===== src/hdl/tjh_ram.sv =====
// Generic simple dual-port RAM: one write port, one registered read port.
`timescale 1ns / 1ps
`default_nettype none
module tjh_ram #(
    parameter int WIDTH = 32,
    parameter int DEPTH = 128,
    localparam int AW   = (DEPTH > 1) ? $clog2(DEPTH) : 1
) (
    input  wire logic             i_clk,
    input  wire logic             i_we,
    input  wire logic [AW-1:0]    i_waddr,
    input  wire logic [WIDTH-1:0] i_wdata,
    input  wire logic [AW-1:0]    i_raddr,
    output logic      [WIDTH-1:0] o_rdata
);

    logic [WIDTH-1:0] r_mem [DEPTH];
    logic [WIDTH-1:0] r_rdata;

    // Write port
    always_ff @(posedge i_clk) begin
        if (i_we) begin
            r_mem[i_waddr] <= i_wdata;
        end
    end

    // Registered read, old data on a same-address write
    always_ff @(posedge i_clk) begin
        r_rdata <= r_mem[i_raddr];
    end

    assign o_rdata = r_rdata;

endmodule
`default_nettype wire


===== config.mk =====
export PLATFORM = sky130hd
export DESIGN_NAME = tjh_ram
export DESIGN_NICKNAME = d
export VERILOG_FILES = /design/src/hdl/tjh_ram.sv
export SDC_FILE = /design/constraint.sdc
export NUM_CORES = 2
export LEC_CHECK = 0
export BUFFER_PORTS_ARGS = -buffer_cell sky130_fd_sc_hd__buf_2
export CAP_MARGIN = 10
export CORE_MARGIN = 5
export CORE_UTILIZATION = 57
export DETAILED_ROUTE_END_ITERATION = 10
export PLACE_DENSITY = 0.75
export REMOVE_ABC_BUFFERS = 1
export SKIP_CTS_REPAIR_TIMING = 1
export SYNTH_ARGS = -nofsm -noshare
export SYNTH_HDL_FRONTEND = slang
export SYNTH_SLANG_ARGS = --single-unit

===== constraint.sdc =====
create_clock -name i_clk -period 3.49 [get_ports i_clk]
set_input_delay 0.349 -clock i_clk [delete_from_list [all_inputs] [get_ports i_clk]]
set_output_delay 0.349 -clock i_clk [all_outputs]
set_load 0.02 [all_outputs]

After elaboration in Yosys (flattened, before gate mapping)

Memory sizes are Yosys's and may differ from the RTL's. A register that Yosys moved wholly into a read port is not among the register bits.
Index checks and enable logic that the tools add are counted.

Register bits: 0
Latch bits: 0
Bits in writable memories: 4096
Bits in read-only memories: 0
Bits of input ports: 48
Logic and storage cells: 3
Memories: 1

Memories:

| memory | depth | width | rd ports | clocked after memory_dff | write ports | RTL line | text |
|---|---|---|---|---|---|---|---|
| r_mem  | 128   | 32    | 1        | 1                        | 1           | 17       | `logic [WIDTH-1:0] r_mem [DEPTH];` |

$add $sub $neg: 0
$mul: 0
Div/mod/pow operators: 0
Magnitude comparators: 0
Equality and inequality tests: 0
Shifts and indexed selects: 0
Mux-type cells: 2
Bitwise logic cells: 0
Reductions and logical operators: 0

Operator list:

| operator         | count |
|---|---|
| 1-bit 2-to-1 mux | 2 |

Logic depth before layout (Yosys ltp)

Depth after elaboration: 2
Mapped depth: 8

Least setup slack after synthesis

Ideal clock, no wire load.

Kind: in2reg
Start point: input port i_we
End point: memory r_mem[98][0], enable pin
Arrival time: 3127 ps
Slack: -98 ps
Cell stages on the path: 3
Path through: clkbuf_1 nand4_1 nor3_1

Cells in the longest elaborated chain, start to end: 2

RTL lines:

| element                                | RTL line | text |
|---|---|---|
| start, declared                        | 10       | `input wire logic i_we,` |
| 1-bit 2-to-1 mux                       | 22       | `if (i_we) begin` |
| 1-bit 2-to-1 mux (implied by the code) | 23       | `r_mem[i_waddr] <= i_wdata;` |
| end, declared                          | 17       |  |

Every way passes these cells.

==> run summary <==
Status - finished, final reports clean
Max-cap viol count - 0
Pleak - 55.2 nW
Worst path max stage delay - 0.72 ns
I/O pin cnt - 80
Vias in the first global route - 75,300
Crit path required time - 4.27 ns
Final Cycle Share - 80.1%
Crit path top cell by count - mux4_2
Slowest cell on crit path - mux4_2
Worst-margin pin slew - 1.32 ns
Maximum buffer depth of the clock tree - 4
TNS Setup - 0 ns
Final ANT Viol Nets - 0
Synth cell types - 17
# clock sinks - 4,128
PwrDens - 577 nW/um^2
GRT Residual Overflow - 0
Initial Utilization - 57.2%
Worst reg-to-reg path cell count - 4
Post-DP HPWL - 219 mm
Crit path arrival time - 3.57 ns
Slew HR - 12.2%
Power Total - 103 mW
Vias - 74,700
DRC violation count after routing - 0
DR vias/cell - 7.10
Die height - 534 um
CTS Buf Count - 390
Synthesized cell area - 156,000 sq um
Fraction of final layout cells sized beyond drive strength 1 - 37.3%
CTS H-Tree Depth - 5
Clk_skew - 0.0562 ns
Crit Path Category - in -> reg
Initial antenna violation count - 72
Final setup vio count - 0
Clk slew on worst S/H paths - 0.06 ns
Synth Register Bits - 4,128
Most common cell after layout, fill and taps aside - edfxtp_1
Largest delay contributor family on the critical path - multiplexers
Max Fclk - 358 MHz
Avg WL per Cell - 39.6 um
Layout area overhead - 14.5%
Clk Latency, worst-skew pair - 0.92 ns
I/O Buffers - 79
Initial DRT Pass Iterations - 6
Syn avg cell area - 26.1 sq um
Max-slew violations - 0
Critical path buffers and inverters - 3
RSZ-0062 raised after global routing - false
Row count - 192
Layout fillers - 16,000
Hold Fails Final Rpt - 0
Core Region - 273,000 sq um
Final worst path period need - 2.80 ns
Gp weighted congestion - 0.823
Hold Path Depth - 1
Die Wd - 534 um
Iteration-0 DRC Markers - 13,500
CTS tree - built
CP Launch Type - primary input
CP cell instances - buf_12 > buf_12 > buf_4 > mux4_2 > mux4_2 > mux4_2 > mux2_2
Tightest Hold Check Type - in -> reg
Largest net degree at the start of global routing - 129
First-pass GRT wire length - 584 mm
Total number of yosys warnings - 0
Total track usage - 29.3%
Nets - 6,630
Sequential area share after synthesis - 79.1%
Peak VDD IR - 0.467 mV
Critical path peak fanout - 15
Mapped Cells - 5,990
Crit path capture type - register
Root buffer cell - clkbuf_16
Levels on crit path - 7
Commonest cells after routing, fill and taps aside - edfxtp_1, mux4_2, clkbuf_16
Die Area - 285,000 sq um
WL final - 418 mm
area by class of cell:
cell class | instances | area [sq um] | area share (%)
clock inverters | 234 | 2340 | 1.31
clock buffers | 475 | 10400 | 5.78
flip-flops and latches | 4128 | 124000 | 69.1
repair buffers | 516 | 5750 | 3.21
diodes | 44 | 110 | 0.0615
well taps | 3589 | 4490 | 2.51
multi-input cells | 1546 | 32300 | 18.0
report_power, final:
| part | internal, mW | switching [mW] |
|---|---|---|
| Clock | 24.5 | 18.2 |
| Sequential | 54.7 | 0.219 |
| Combinational | 2.23 | 3.38 |
kinds of logic after synthesis:
| family | share of synthesized area [%] |
|---|---|
| buffers and inverters | 0.839 |
| and+or+nand+nor | 0.446 |
| DFF | 79.1 |
| muxes | 19.6 |
worst reg2reg max path, stage by stage, from the launching register on:
cell,delay [ns]
edfxtp_1,0.40
mux4_2,0.49
mux4_2,0.60
mux4_2,0.73
mux2_2,0.36
path summary, 6_finish.rpt:
check | from | end | slack [ns]
worst min-delay path | i_wdata[16] | r_mem[0][16] | 0.004
worst max-delay path | i_raddr[0] | o_rdata[14] | 0.69
worst max register to register | r_mem[70][14] | o_rdata[14] | 0.78
worst min register to register | r_mem[109][2] | o_rdata[2] | 1.13
flip-flops by register name, summed over array words and instances, names as in the netlist:
name,count
o_rdata,32
r_mem,4096
synth_stat cells (all sizes together):
master | count | share of area, %
edfxtp | 4096 | 79
mux4 | 1344 | 19
clkbuf | 182 | 0.44
buf | 134 | 0.40
nor2 | 122 | 0.29
dfxtp | 32 | 0.41
mux2 | 32 | 0.23
nand2 | 14 | 0.034
nand3 | 12 | 0.038
nor3 | 9 | 0.029
nor2b | 7 | 0.028
nand4 | 3 | 0.012
nand2b | 2 | 0.0080
or3 | 1 | 0.0040
metrics by stage:
step           util [%]  area [sq um]  worst slack, ns  hold slack, ns  cells
6_report           65.5        179000            0.693         0.00378  10500
5_1_grt            65.5        179000            0.672          0.0117  10500
4_1_cts            65.4        179000            0.773         -0.0670  10500
3_5_place_dp       60.8        166000           -0.157           0.798   9778
3_3_place_gp       60.8        166000           -0.136           0.798   9778
2_1_floorplan         -        155000          -0.0655           0.448   5674
routing by layer:
metal  global-route usage [%]  wire (um)  part of all wire [%]
met5                        0        186                 0.045
met4                     12.7      19600                   4.7
met3                     6.30      52300                    13
met2                     46.3     203000                    49
met1                     40.5     142000                    34
(Power assumes the default switching activity.)
